--- src/rtl/core/murmur2_stream_hash_assert.svh ---
// ----------------------------------------------------------------------------
// murmur2 stream hash assertion macros
// shared concurrent assertion forms on aclk, disabled while aresetn is low
// ----------------------------------------------------------------------------
`ifndef MURMUR2_STREAM_HASH_ASSERT_SVH
`define MURMUR2_STREAM_HASH_ASSERT_SVH

// condition implies property in the same cycle
`define MM2_ASSERT(label, prop, msg) \
    label: assert property (@(posedge aclk) disable iff (!aresetn) prop) else $error(msg);

// condition implies check in the next cycle
`define MM2_ASSERT_NEXT(label, cond, check, msg) \
    label: assert property (@(posedge aclk) disable iff (!aresetn) (cond) |=> (check)) \
        else $error(msg);

`endif

--- src/rtl/core/mm2_pkg.sv ---
// ----------------------------------------------------------------------------
// mm2_pkg
// constants, item type and multiply helper for the murmur2 stream hash
// ----------------------------------------------------------------------------
package mm2_pkg;

    localparam logic [31:0] MIX_MUL     = 32'h5bd1e995;
    localparam int          MIX_SHIFT   = 24;
    localparam int          FIN_SHIFT_A = 13;
    localparam int          FIN_SHIFT_B = 15;

    localparam int QUEUE_DEPTH_DEF = 4;

    // how a word enters the hash
    typedef enum logic [1:0] {
        KIND_NONE,
        KIND_PART,
        KIND_FULL
    } kind_t;

    // classified word handed from front to back
    typedef struct packed {
        kind_t       kind;
        logic [31:0] data;        // mixed word or masked partial word
        logic        start;       // first word of a message
        logic [31:0] init_value;  // seed xor length
        logic        last;
    } item_t;

    // low 32 bits of a product with the mix constant
    function automatic logic [31:0] mix_mul(input logic [31:0] a);
        return a * MIX_MUL;
    endfunction

endpackage

--- src/rtl/core/mm2_queue.sv ---
// ----------------------------------------------------------------------------
// mm2_queue
// small register queue of classified items between front and back
// ----------------------------------------------------------------------------
module mm2_queue #(
    parameter int DEPTH = mm2_pkg::QUEUE_DEPTH_DEF
) (
    input  logic                       aclk,
    input  logic                       aresetn,
    input  logic                       push,
    input  mm2_pkg::item_t             push_item,
    input  logic                       pop,
    output mm2_pkg::item_t             pop_item,
    output logic                       empty,
    output logic [$clog2(DEPTH+1)-1:0] count
);

    localparam int PW = $clog2(DEPTH);
    localparam int CW = $clog2(DEPTH + 1);

    mm2_pkg::item_t slot_reg [DEPTH];
    logic [PW-1:0]  wr_ptr_reg;
    logic [PW-1:0]  rd_ptr_reg;
    logic [CW-1:0]  count_reg;

    function automatic logic [PW-1:0] ptr_inc(input logic [PW-1:0] p);
        return (p == PW'(DEPTH - 1)) ? '0 : p + PW'(1);
    endfunction

    always_ff @(posedge aclk) begin
        if (!aresetn) begin
            wr_ptr_reg <= '0;
            rd_ptr_reg <= '0;
            count_reg  <= '0;
        end else begin
            if (push) begin
                wr_ptr_reg <= ptr_inc(wr_ptr_reg);
            end
            if (pop) begin
                rd_ptr_reg <= ptr_inc(rd_ptr_reg);
            end
            if (push && !pop) begin
                count_reg <= count_reg + CW'(1);
            end else if (pop && !push) begin
                count_reg <= count_reg - CW'(1);
            end
        end
    end

    always_ff @(posedge aclk) begin
        if (push) begin
            slot_reg[wr_ptr_reg] <= push_item;
        end
    end

    assign pop_item = slot_reg[rd_ptr_reg];
    assign empty    = (count_reg == '0);
    assign count    = count_reg;

endmodule

--- src/rtl/core/mm2_front.sv ---
// ----------------------------------------------------------------------------
// mm2_front
// accepts words, tracks message start, classifies and premixes full words
// ----------------------------------------------------------------------------
module mm2_front #(
    parameter int DEPTH = mm2_pkg::QUEUE_DEPTH_DEF
) (
    input  logic                       aclk,
    input  logic                       aresetn,
    input  logic [31:0]                seed_value,
    input  logic                       s_tvalid,
    output logic                       s_tready,
    input  logic [31:0]                data_word,
    input  logic [2:0]                 byte_count,
    input  logic                       last_word,
    input  logic [31:0]                message_length,
    input  logic [$clog2(DEPTH+1)-1:0] q_count,
    output logic                       q_push,
    output mm2_pkg::item_t             q_item
);

    localparam int CW = $clog2(DEPTH + 1);

    // stage 1: first mix multiply
    logic                  v1_reg;
    logic [31:0]           k1_reg;
    mm2_pkg::kind_t        kind1_reg;
    logic [31:0]           part1_reg;
    logic                  start1_reg;
    logic [31:0]           init1_reg;
    logic                  last1_reg;
    // stage 2: shift-xor and second multiply
    logic                  v2_reg;
    mm2_pkg::item_t        item2_reg;

    logic                  start_reg;
    logic                  accept;
    logic [CW:0]           used;
    mm2_pkg::kind_t        kind_in;
    logic [31:0]           part_in;
    logic [31:0]           k1_mix;

    // queue entries plus words still in the premix stages
    assign used     = {1'b0, q_count} + (CW+1)'(v1_reg) + (CW+1)'(v2_reg);
    assign s_tready = (used < (CW+1)'(DEPTH));
    assign accept   = s_tvalid && s_tready;

    always_comb begin
        if (byte_count[2]) begin
            kind_in = mm2_pkg::KIND_FULL;
        end else if (byte_count[1:0] == 2'd0) begin
            kind_in = mm2_pkg::KIND_NONE;
        end else begin
            kind_in = mm2_pkg::KIND_PART;
        end
        case (byte_count[1:0])
            2'd1:    part_in = {24'd0, data_word[7:0]};
            2'd2:    part_in = {16'd0, data_word[15:0]};
            2'd3:    part_in = {8'd0, data_word[23:0]};
            default: part_in = 32'd0;
        endcase
    end

    assign k1_mix = k1_reg ^ (k1_reg >> mm2_pkg::MIX_SHIFT);

    always_ff @(posedge aclk) begin
        if (!aresetn) begin
            start_reg <= 1'b1;
            v1_reg    <= 1'b0;
            v2_reg    <= 1'b0;
        end else begin
            v1_reg <= accept;
            v2_reg <= v1_reg;
            if (accept) begin
                start_reg <= last_word;
            end
        end
    end

    always_ff @(posedge aclk) begin
        if (accept) begin
            k1_reg     <= mm2_pkg::mix_mul(data_word);
            kind1_reg  <= kind_in;
            part1_reg  <= part_in;
            start1_reg <= start_reg;
            init1_reg  <= seed_value ^ message_length;
            last1_reg  <= last_word;
        end
        if (v1_reg) begin
            item2_reg.kind       <= kind1_reg;
            item2_reg.data       <= (kind1_reg == mm2_pkg::KIND_FULL) ?
                                    mm2_pkg::mix_mul(k1_mix) : part1_reg;
            item2_reg.start      <= start1_reg;
            item2_reg.init_value <= init1_reg;
            item2_reg.last       <= last1_reg;
        end
    end

    assign q_push = v2_reg;
    assign q_item = item2_reg;

endmodule

--- src/rtl/core/mm2_back.sv ---
// ----------------------------------------------------------------------------
// mm2_back
// running hash update and finalization on one shared multiplier
// ----------------------------------------------------------------------------
module mm2_back (
    input  logic           aclk,
    input  logic           aresetn,
    input  logic           q_empty,
    input  mm2_pkg::item_t q_item,
    output logic           q_pop,
    output logic           m_tvalid,
    input  logic           m_tready,
    output logic [31:0]    hash_value
);

    typedef enum logic [1:0] {
        ST_IDLE,
        ST_MIX,
        ST_FIN
    } state_t;

    state_t         state_reg;
    logic [31:0]    prod_reg;
    mm2_pkg::kind_t kind_reg;
    logic [31:0]    k_reg;
    logic           last_reg;
    logic [31:0]    hsel_reg;
    logic [31:0]    hash_reg;
    logic [31:0]    out_reg;
    logic           out_valid_reg;

    logic [31:0]    hsel;
    logic [31:0]    mix_h;
    logic [31:0]    fin_in;
    logic [31:0]    mul_a;
    logic [31:0]    mul_p;
    logic           can_load;

    assign hsel = q_item.start ? q_item.init_value : hash_reg;

    always_comb begin
        case (kind_reg)
            mm2_pkg::KIND_FULL: mix_h = prod_reg ^ k_reg;
            mm2_pkg::KIND_PART: mix_h = prod_reg;
            default:            mix_h = hsel_reg;
        endcase
    end

    assign fin_in   = mix_h ^ (mix_h >> mm2_pkg::FIN_SHIFT_A);
    assign mul_a    = (state_reg == ST_IDLE) ?
                      ((q_item.kind == mm2_pkg::KIND_PART) ? (hsel ^ q_item.data) : hsel) :
                      fin_in;
    assign mul_p    = mm2_pkg::mix_mul(mul_a);
    assign can_load = !out_valid_reg || m_tready;
    assign q_pop    = (state_reg == ST_IDLE) && !q_empty;

    always_ff @(posedge aclk) begin
        if (!aresetn) begin
            state_reg     <= ST_IDLE;
            out_valid_reg <= 1'b0;
            hash_reg      <= 32'd0;
        end else begin
            // a waiting hash leaves on ready unless a new one takes its place
            if (m_tready && (state_reg != ST_FIN)) begin
                out_valid_reg <= 1'b0;
            end
            case (state_reg)
                ST_IDLE: begin
                    if (!q_empty) begin
                        prod_reg  <= mul_p;
                        kind_reg  <= q_item.kind;
                        k_reg     <= q_item.data;
                        last_reg  <= q_item.last;
                        hsel_reg  <= hsel;
                        state_reg <= ST_MIX;
                    end
                end
                ST_MIX: begin
                    hash_reg <= mix_h;
                    if (last_reg) begin
                        prod_reg  <= mul_p;
                        state_reg <= ST_FIN;
                    end else begin
                        state_reg <= ST_IDLE;
                    end
                end
                ST_FIN: begin
                    if (can_load) begin
                        out_reg       <= prod_reg ^ (prod_reg >> mm2_pkg::FIN_SHIFT_B);
                        out_valid_reg <= 1'b1;
                        state_reg     <= ST_IDLE;
                    end
                end
                default: begin
                    state_reg <= ST_IDLE;
                end
            endcase
        end
    end

    assign m_tvalid   = out_valid_reg;
    assign hash_value = out_reg;

endmodule

--- src/rtl/core/murmur2_stream_hash.sv ---
// ----------------------------------------------------------------------------
// murmur2_stream_hash
// streaming 32-bit MurmurHash2 over little-endian words
// ----------------------------------------------------------------------------
// A message enters as 32-bit words, first byte in bits 7:0, each with a
// valid-byte count and a last mark; the total length rides on the first word
// and seeds the hash together with the seed register. One hash leaves per
// message, on the transaction after the last word. The front takes one word
// per cycle while the queue has credit, and premixes full words in a two-stage
// multiply pipeline. The back holds the running hash and one multiplier: it
// takes a word from the queue only in its idle state, so each word passes
// through the mix state, and a message's last word also through the finalize
// state, before the next is taken; the sustained rate is set by the running
// hash loop through that multiplier. Write the seed only while the block is
// idle; a new seed applies from the next message start.
module murmur2_stream_hash #(
    parameter int QUEUE_DEPTH = mm2_pkg::QUEUE_DEPTH_DEF
) (
    input  logic        aclk,
    input  logic        aresetn,
    // seed register write
    input  logic        cfg_we,
    input  logic [31:0] cfg_wdata,    // seed_value
    // word input
    input  logic        s_tvalid,
    output logic        s_tready,
    input  logic [71:0] s_tdata,      // data_word, byte_count, message_length, zero pad
    input  logic        s_tlast,      // last_word
    // hash output
    output logic        m_tvalid,
    input  logic        m_tready,
    output logic [31:0] m_tdata       // hash_value
);

    localparam int CW = $clog2(QUEUE_DEPTH + 1);

    logic [31:0]    seed_reg;
    logic [CW-1:0]  q_count;
    logic           q_push;
    logic           q_pop;
    logic           q_empty;
    mm2_pkg::item_t q_push_item;
    mm2_pkg::item_t q_pop_item;

    // seed register, no read-back
    always_ff @(posedge aclk) begin
        if (!aresetn) begin
            seed_reg <= 32'd0;
        end else if (cfg_we) begin
            seed_reg <= cfg_wdata;
        end
    end

    // front: accept, classify, premix
    mm2_front #(
        .DEPTH (QUEUE_DEPTH)
    ) u_front (
        .aclk           (aclk),
        .aresetn        (aresetn),
        .seed_value     (seed_reg),
        .s_tvalid       (s_tvalid),
        .s_tready       (s_tready),
        .data_word      (s_tdata[31:0]),
        .byte_count     (s_tdata[34:32]),
        .last_word      (s_tlast),
        .message_length (s_tdata[66:35]),
        .q_count        (q_count),
        .q_push         (q_push),
        .q_item         (q_push_item)
    );

    // decoupling queue
    mm2_queue #(
        .DEPTH (QUEUE_DEPTH)
    ) u_queue (
        .aclk      (aclk),
        .aresetn   (aresetn),
        .push      (q_push),
        .push_item (q_push_item),
        .pop       (q_pop),
        .pop_item  (q_pop_item),
        .empty     (q_empty),
        .count     (q_count)
    );

    // back: running hash and finalization
    mm2_back u_back (
        .aclk       (aclk),
        .aresetn    (aresetn),
        .q_empty    (q_empty),
        .q_item     (q_pop_item),
        .q_pop      (q_pop),
        .m_tvalid   (m_tvalid),
        .m_tready   (m_tready),
        .hash_value (m_tdata)
    );

`include "murmur2_stream_hash_assert.svh"

    // credit scheme must keep the queue from overflowing
    `MM2_ASSERT(a_no_overflow, q_push && !q_pop |-> q_count < CW'(QUEUE_DEPTH), "queue overflow")
    // back never pops an empty queue
    `MM2_ASSERT(a_no_underflow, q_pop |-> !q_empty, "pop from empty queue")
    // queue occupancy tracks a lone push
    `MM2_ASSERT_NEXT(a_count_up, q_push && !q_pop, q_count == $past(q_count) + CW'(1), "count off")

endmodule
--- config.mk ---
export PLATFORM = sky130hd
export DESIGN_NAME = murmur2_stream_hash
export DESIGN_NICKNAME = d
export VERILOG_FILES = /design/src/rtl/core/mm2_pkg.sv /design/src/rtl/core/mm2_queue.sv /design/src/rtl/core/mm2_front.sv /design/src/rtl/core/mm2_back.sv /design/src/rtl/core/murmur2_stream_hash.sv
export VERILOG_INCLUDE_DIRS = /design/src /design/src/rtl/core
export SDC_FILE = /design/constraint.sdc
export NUM_CORES = 2
export LEC_CHECK = 0
export BUFFER_PORTS_ARGS = -buffer_cell sky130_fd_sc_hd__buf_2
export CAP_MARGIN = 10
export CORE_ASPECT_RATIO = 0.75
export CORE_MARGIN = 4
export CORE_UTILIZATION = 40
export CTS_BUF_LIST = sky130_fd_sc_hd__clkbuf_4 sky130_fd_sc_hd__clkbuf_8 sky130_fd_sc_hd__clkbuf_16
export DETAILED_ROUTE_END_ITERATION = 10
export GPL_TIMING_DRIVEN = 0
export PLACE_DENSITY = 0.51
export SLEW_MARGIN = 20
export SYNTH_ARGS = -nofsm -noshare
export SYNTH_HDL_FRONTEND = slang
export SYNTH_SLANG_ARGS = --single-unit
--- constraint.sdc ---
create_clock -name aclk -period 11.82 [get_ports aclk]
set_input_delay 0.591 -clock aclk [delete_from_list [all_inputs] [get_ports aclk]]
set_output_delay 0.591 -clock aclk [all_outputs]
set_load 0.005 [all_outputs]
# Word level (Yosys, flattened, before mapping)
# Memory sizes are Yosys's and may differ from the RTL's. A register that Yosys moved wholly into a read port is not among the register bits.
# Cells that the tools add are included.
[word_totals]
ramBits = 272
input_bits = 110
elab_cells = 104
out_inout_bits = 34
mem_count = 1
ff_bits = 376
rom_bits = 0
latch_bits = 0
[op_classes]
n_eq_ne = 15
n_shift = 0
multipliers = 3
reduce_logical = 19
bitwise = 7
magnitude_cmp = 1
n_addsub = 6
div_mod_pow = 0
muxes = 25
[memory_table]
columns = ["memory", "words", "width", "read_ports", "rd_clocked_by_memory_dff", "write_ports", "line", "text"]
rows = [
  ["u_queue.slot_reg", 4, 68, 1, 1, 1, "mm2_queue.sv:21", "mm2_pkg::item_t slot_reg [DEPTH];"],
]
[ops]
columns = ["op", "count"]
rows = [
  ["32-bit two-way mux", 6],
  ["32-bit case mux with 2 select lines", 2],
  ["32-bit by 31-bit multiplier with 32-bit output (second input constant)", 3],
  ["32-bit XOR", 3],
  ["24-bit case mux with 3 select lines", 1],
  ["32-bit by 17-bit XOR with 32-bit output", 1],
  ["32-bit by 19-bit XOR with 32-bit output", 1],
  ["32-bit by 8-bit XOR with 32-bit output", 1],
  ["2-bit == test (second input constant)", 7],
  ["2-bit two-way mux", 7],
  ["2-bit by 1-bit == test with 1-bit output (second input constant)", 4],
  ["1-bit two-way mux", 6],
  ["3-bit two-way mux", 2],
  ["2-bit case mux with 3 select lines", 1],
  ["3-bit AND reduction", 2],
  ["1-bit logical AND", 5],
  ["2-bit by 1-bit adder with 2-bit output (second input constant)", 2],
  ["3-bit by 1-bit adder with 4-bit output", 1],
  ["4-bit by 1-bit adder with 4-bit output", 1],
  ["1-bit logical NOT", 4],
  ["2-bit logical NOT", 2],
  ["4-bit by 3-bit < comparator with 1-bit output (second input constant)", 1],
  ["2-bit by 1-bit inequality test with 1-bit output (second input constant)", 2],
  ["2-bit inequality test (second input constant)", 2],
  ["other kinds (8)", 9],
]

# Longest topological paths before layout
[depth]
depth_word = 7
mapped_depth = 35
depth_no_buf = 32

# Cells and area by module
# A second synthesis with hierarchy kept.
[unflattened]
cells_unflattened = 4240
hier_area_um2 = 51413.1
[by_module_without_submodules]
columns = ["module", "n_inst", "seq_area_each_um2", "cells_each", "area_per_inst_um2"]
rows = [
  ["mm2_front", 1, 4864.7, 2158, 23329.9],
  ["mm2_back", 1, 4634.4, 1580, 16553.4],
  ["mm2_queue", 1, 8348.0, 399, 10286.1],
  ["murmur2_stream_hash", 1, 640.6, 103, 1243.7],
]

# Least setup slack after synthesis
# No wires, ideal clock.
[synth_timing]
path_kind = "register -> register"
from = "register u_back.kind_reg[1]"
to = "register u_back.prod_reg[31], data pin"
arrival_ps = 8514
t_required_ps = 11552
synth_period_minus_slack_ps = 8782
setup_ps = 268
stages_incl_launch_ff = 34
slack_ps = 3038
cell_sequence = "edfxtp_1 -> ha_1 -> buf_2 -> buf_2 -> buf_2 -> buf_1 -> buf_1 -> clkbuf_1 -> nor2_1 -> a21oi_1 -> xor2_1 -> nor2_1 -> a21oi_1 -> ha_1 -> ha_1 -> inv_1 -> fa_1 -> fa_1 -> inv_1 -> fa_1 -> fa_1 -> fa_1 -> inv_1 -> fa_1 -> inv_1 -> ha_1 -> a21o_1 -> a21o_1 -> a21o_1 -> a21o_1 -> a21oi_1 -> o31ai_1 -> o31ai_1 -> xnor3_1"
[synth_between]
elab_chain_len = 7
word_cells_on_any_way = 9
cone_classes = "1 x mul; 2 x eq/ne; 5 x mux; 1 x bitwise"
[synth_rtl]
columns = ["item", "line", "text"]
rows = [
  ["from (decl)", "mm2_back.sv:24", "mm2_pkg::kind_t kind_reg;"],
  ["from (signal assigned)", "mm2_back.sv:71", "kind_reg <= q_item.kind;"],
  ["2-bit by 1-bit == test with 1-bit output or 2-bit == test (tied branches)", "mm2_back.sv:42", "case (kind_reg)"],
  ["32-bit case mux with 2 select lines *", "mm2_back.sv:42", ""],
  ["32-bit by 19-bit XOR with 32-bit output *", "mm2_back.sv:49", "assign fin_in = mix_h ^ (mix_h >> mm2_pkg::FIN_SHIFT_A);"],
  ["32-bit two-way mux *", "mm2_back.sv:50", "assign mul_a = (state_reg == ST_IDLE) ?"],
  ["32-bit by 31-bit multiplier with 32-bit output *", "mm2_pkg.sv:32", "return a * MIX_MUL;"],
  ["net u_back.mul_p[31]", "mm2_back.sv:36", "logic [31:0] mul_p;"],
  ["32-bit two-way mux, on equally long branches", "mm2_back.sv:80, mm2_back.sv:69", ""],
  ["32-bit case mux with 2 select lines *", "mm2_back.sv:67", "case (state_reg)"],
  ["to (signal assigned)", "mm2_back.sv:70", "prod_reg <= mul_p;"],
  ["to (signal assigned)", "mm2_back.sv:81", "prod_reg <= mul_p;"],
  ["to (decl)", "mm2_back.sv:23", "logic [31:0] prod_reg;"],
]
# The timed path passes the listed nets; every way through them passes the cells marked *. The select of a mux whose other input is x is not followed.
# A chain may end at the register's enable or synchronous reset.

==> qor.yml <==
run_status: "complete, no violations"
postCtsSetupRepairBufs: 0
core.rowCount: 113
totalWireLength_um: 136000
drt_first_pass_iters: 5
hold_class: "primary input to register"
grt_max_degree: 44
worstSetupPathType: "register to register"
fmax_mhz: 89.1
crit_path_frequent_cell: "fa_1"
grt_usage_pct: 21.0
cts_resized: 0
viasPerCell: 4.93
hold_viol: 0
wl_per_cell_um: 22.2
final_cells: 6124
required_ps: 12210
start_kind: "register"
io_buffers: 137
drt_iter0_drc: 1986
tritoncts: "built"
cts_buffers: 71
arrival_ps: 11610
rsz0062_at_grt: "no"
reg2regPathDepth: 30
setup_viol: 0
tns_ps: 0
synth_area_mm2: 0.0509
finish.net_count: 5699
clk_latency_ps: 640
r2r_slack_ps: 600
utilization_pct: 44.8
grt_pass1_wl_um: 204000
synth_edf_count: 563
final_max_slew_viol_count: 0
cts_max_level: 3
yosysWarnings: 0
synthDistinctLibCells: 65
end_kind: "register"
reg2reg_to: "u_back.prod_reg[31]$_DFFE_PP_"
setup_ws_ps: 602
gp_congestion: 0.854
worst_pin_slew_ps: 1110
cp_slowest_stage_delay_ps: 740
dieArea_mm2: 0.133
area_growth_pct: 11.3
maxSlewHeadroom_pct: 25.9
cpMaxStageDelayCell: "clkbuf_1"
overflow: 0
vias: 30200
hold_depth: 1
hold_start: "s_tlast"
cp_max_fo: 10
postCtsHoldBufs: 0
cap_violations: 0
path_buf_inv: 10
antennaDiodeCount: 0
period_minus_slack_ps: 11220
start_util_pct: 40.2
synth_seq_cells: 642
placedCellCount: 5995
dp_slack_ps: 676
syn_nets: 5465
syn_inst: 4167
synth.avg_cell_area_um2: 12.2
dpl.hpwl_um: 109000
clock-sinks: 642
die_x_um: 420
num_io_pins: 144
yosys_most_used_dff: "edfxtp_1"
synthArstFlopShare_pct: 0
clock-skew-final_ps: 28.9
core_area_mm2: 0.127
grt_pass1_vias: 31200
synth-seq-area-share_pct: 36.3
ant_nets: 0
clock_path_buffers: 3
dieHeight_um: 317
root_buffer: "clkbuf_16"
period_share_pct: 94.9
largest_reg_flops: 272
path_delay_family: "adder cells"
route.detailed.drc: 0
drive_gt1_share_pct: 9.85
min_to: "u_front.last1_reg$_DFFE_PP_"
antenna_found_initial: 11
clk_pin_slew_worst_paths_ps: 60
cp.depth: 30
## layout make-up
type	count	area, µm²
clock inverter	39	422
sequential	642	18500
buffer	73	353
timing repair buffer	161	1110
inverter	1009	3790
clock buffer	90	1980
tap	1667	2090
multi-input combinational	2443	28400
fill	11700	69900
## stage by stage
stage / hold slack [ps] / cell area, µm²
global route: 96.4 / 56700
finish: 137 / 56700
CTS: 90.5 / 56700
global placement: 404 / 53700
detailed placement: 405 / 54300
floorplan: 400 / 50900
## per-layer routing
metal / up-vias / GRT usage, % / routed length, µm
li1: 14100 / - / -
met1: 15200 / 32.7 / 68200
met2: 734 / 30.8 / 57700
met3: 115 / 3.72 / 8020
met4: 8 / 3.67 / 2230
met5: - / 0 / 61
## cell families after synthesis
family,after synthesis,synth area share [%]
multiplexers,153,4.77
AND/OR/NAND/NOR,430,3.94
adder cells (fa/ha/maj),1189,37.2
buffers and inverters,1082,8.12
XOR/XNOR,310,5.36
AO/OA/AOI/OAI,361,4.32
flip-flops,642,36.3
## Yosys cell counts (all sizes together) (9+ instances only)
master  instances  area [µm²]
ha            649        8120
fa            539       10800
o31ai           9        72.6
and3           18         113
nand3          24         120
nand2          81         304
clkbuf         34         128
xnor2         162        1420
nand2b         17         106
a21o           32         240
nor3           19        95.1
inv          1009        3790
xor2          147        1290
nor2          184         691
mux4           68        1530
dfxtp          79        1580
a31oi           9        56.3
mux2i          60         613
nor2b          17         106
o21ai          72         372
mux2           25         285
and2           27         169
o21a           16         120
a21oi         150         754
or2            10        62.6
buf            39         219
nand3b         13        97.6
o21bai         15         113
a22oi          28         210
edfxtp        563       16900
## layout by cell type, fill, tap and decap left out, types with 15 or more instances in the layout
cell type and n:
nor2_1 182, ha_1 649, clkbuf_1 31, and2_1 22, inv_1 1009, xnor2_1 162
edfxtp_1 563, a21oi_1 146, o21ai_0 63, dfxtp_1 78, nand2_1 81, buf_2 149
clkbuf_16 72, nand3_1 24, mux2i_1 56, o21bai_1 15, o21a_1 16, and3_1 18
nor3_1 18, mux4_2 68, a22oi_1 28, buf_1 15, mux2_2 24, nor2b_1 17
xor2_1 141, fa_1 539, nand2b_1 17, a21o_1 32
## worst max-delay path by stage
stage	slack, ps	to
after floorplan	3040	u_back.prod_reg[31]$_DFFE_PP_
after global placement	350	u_back.prod_reg[31]$_DFFE_PP_
after detailed placement	680	u_back.prod_reg[31]$_DFFE_PP_
after CTS	650	u_back.prod_reg[31]$_DFFE_PP_
after global routing	190	u_back.prod_reg[31]$_DFFE_PP_
final	600	u_back.prod_reg[31]$_DFFE_PP_
Power is not shown: default switching activity piles up to over one toggle a cycle in this logic, so the estimate is an artifact.
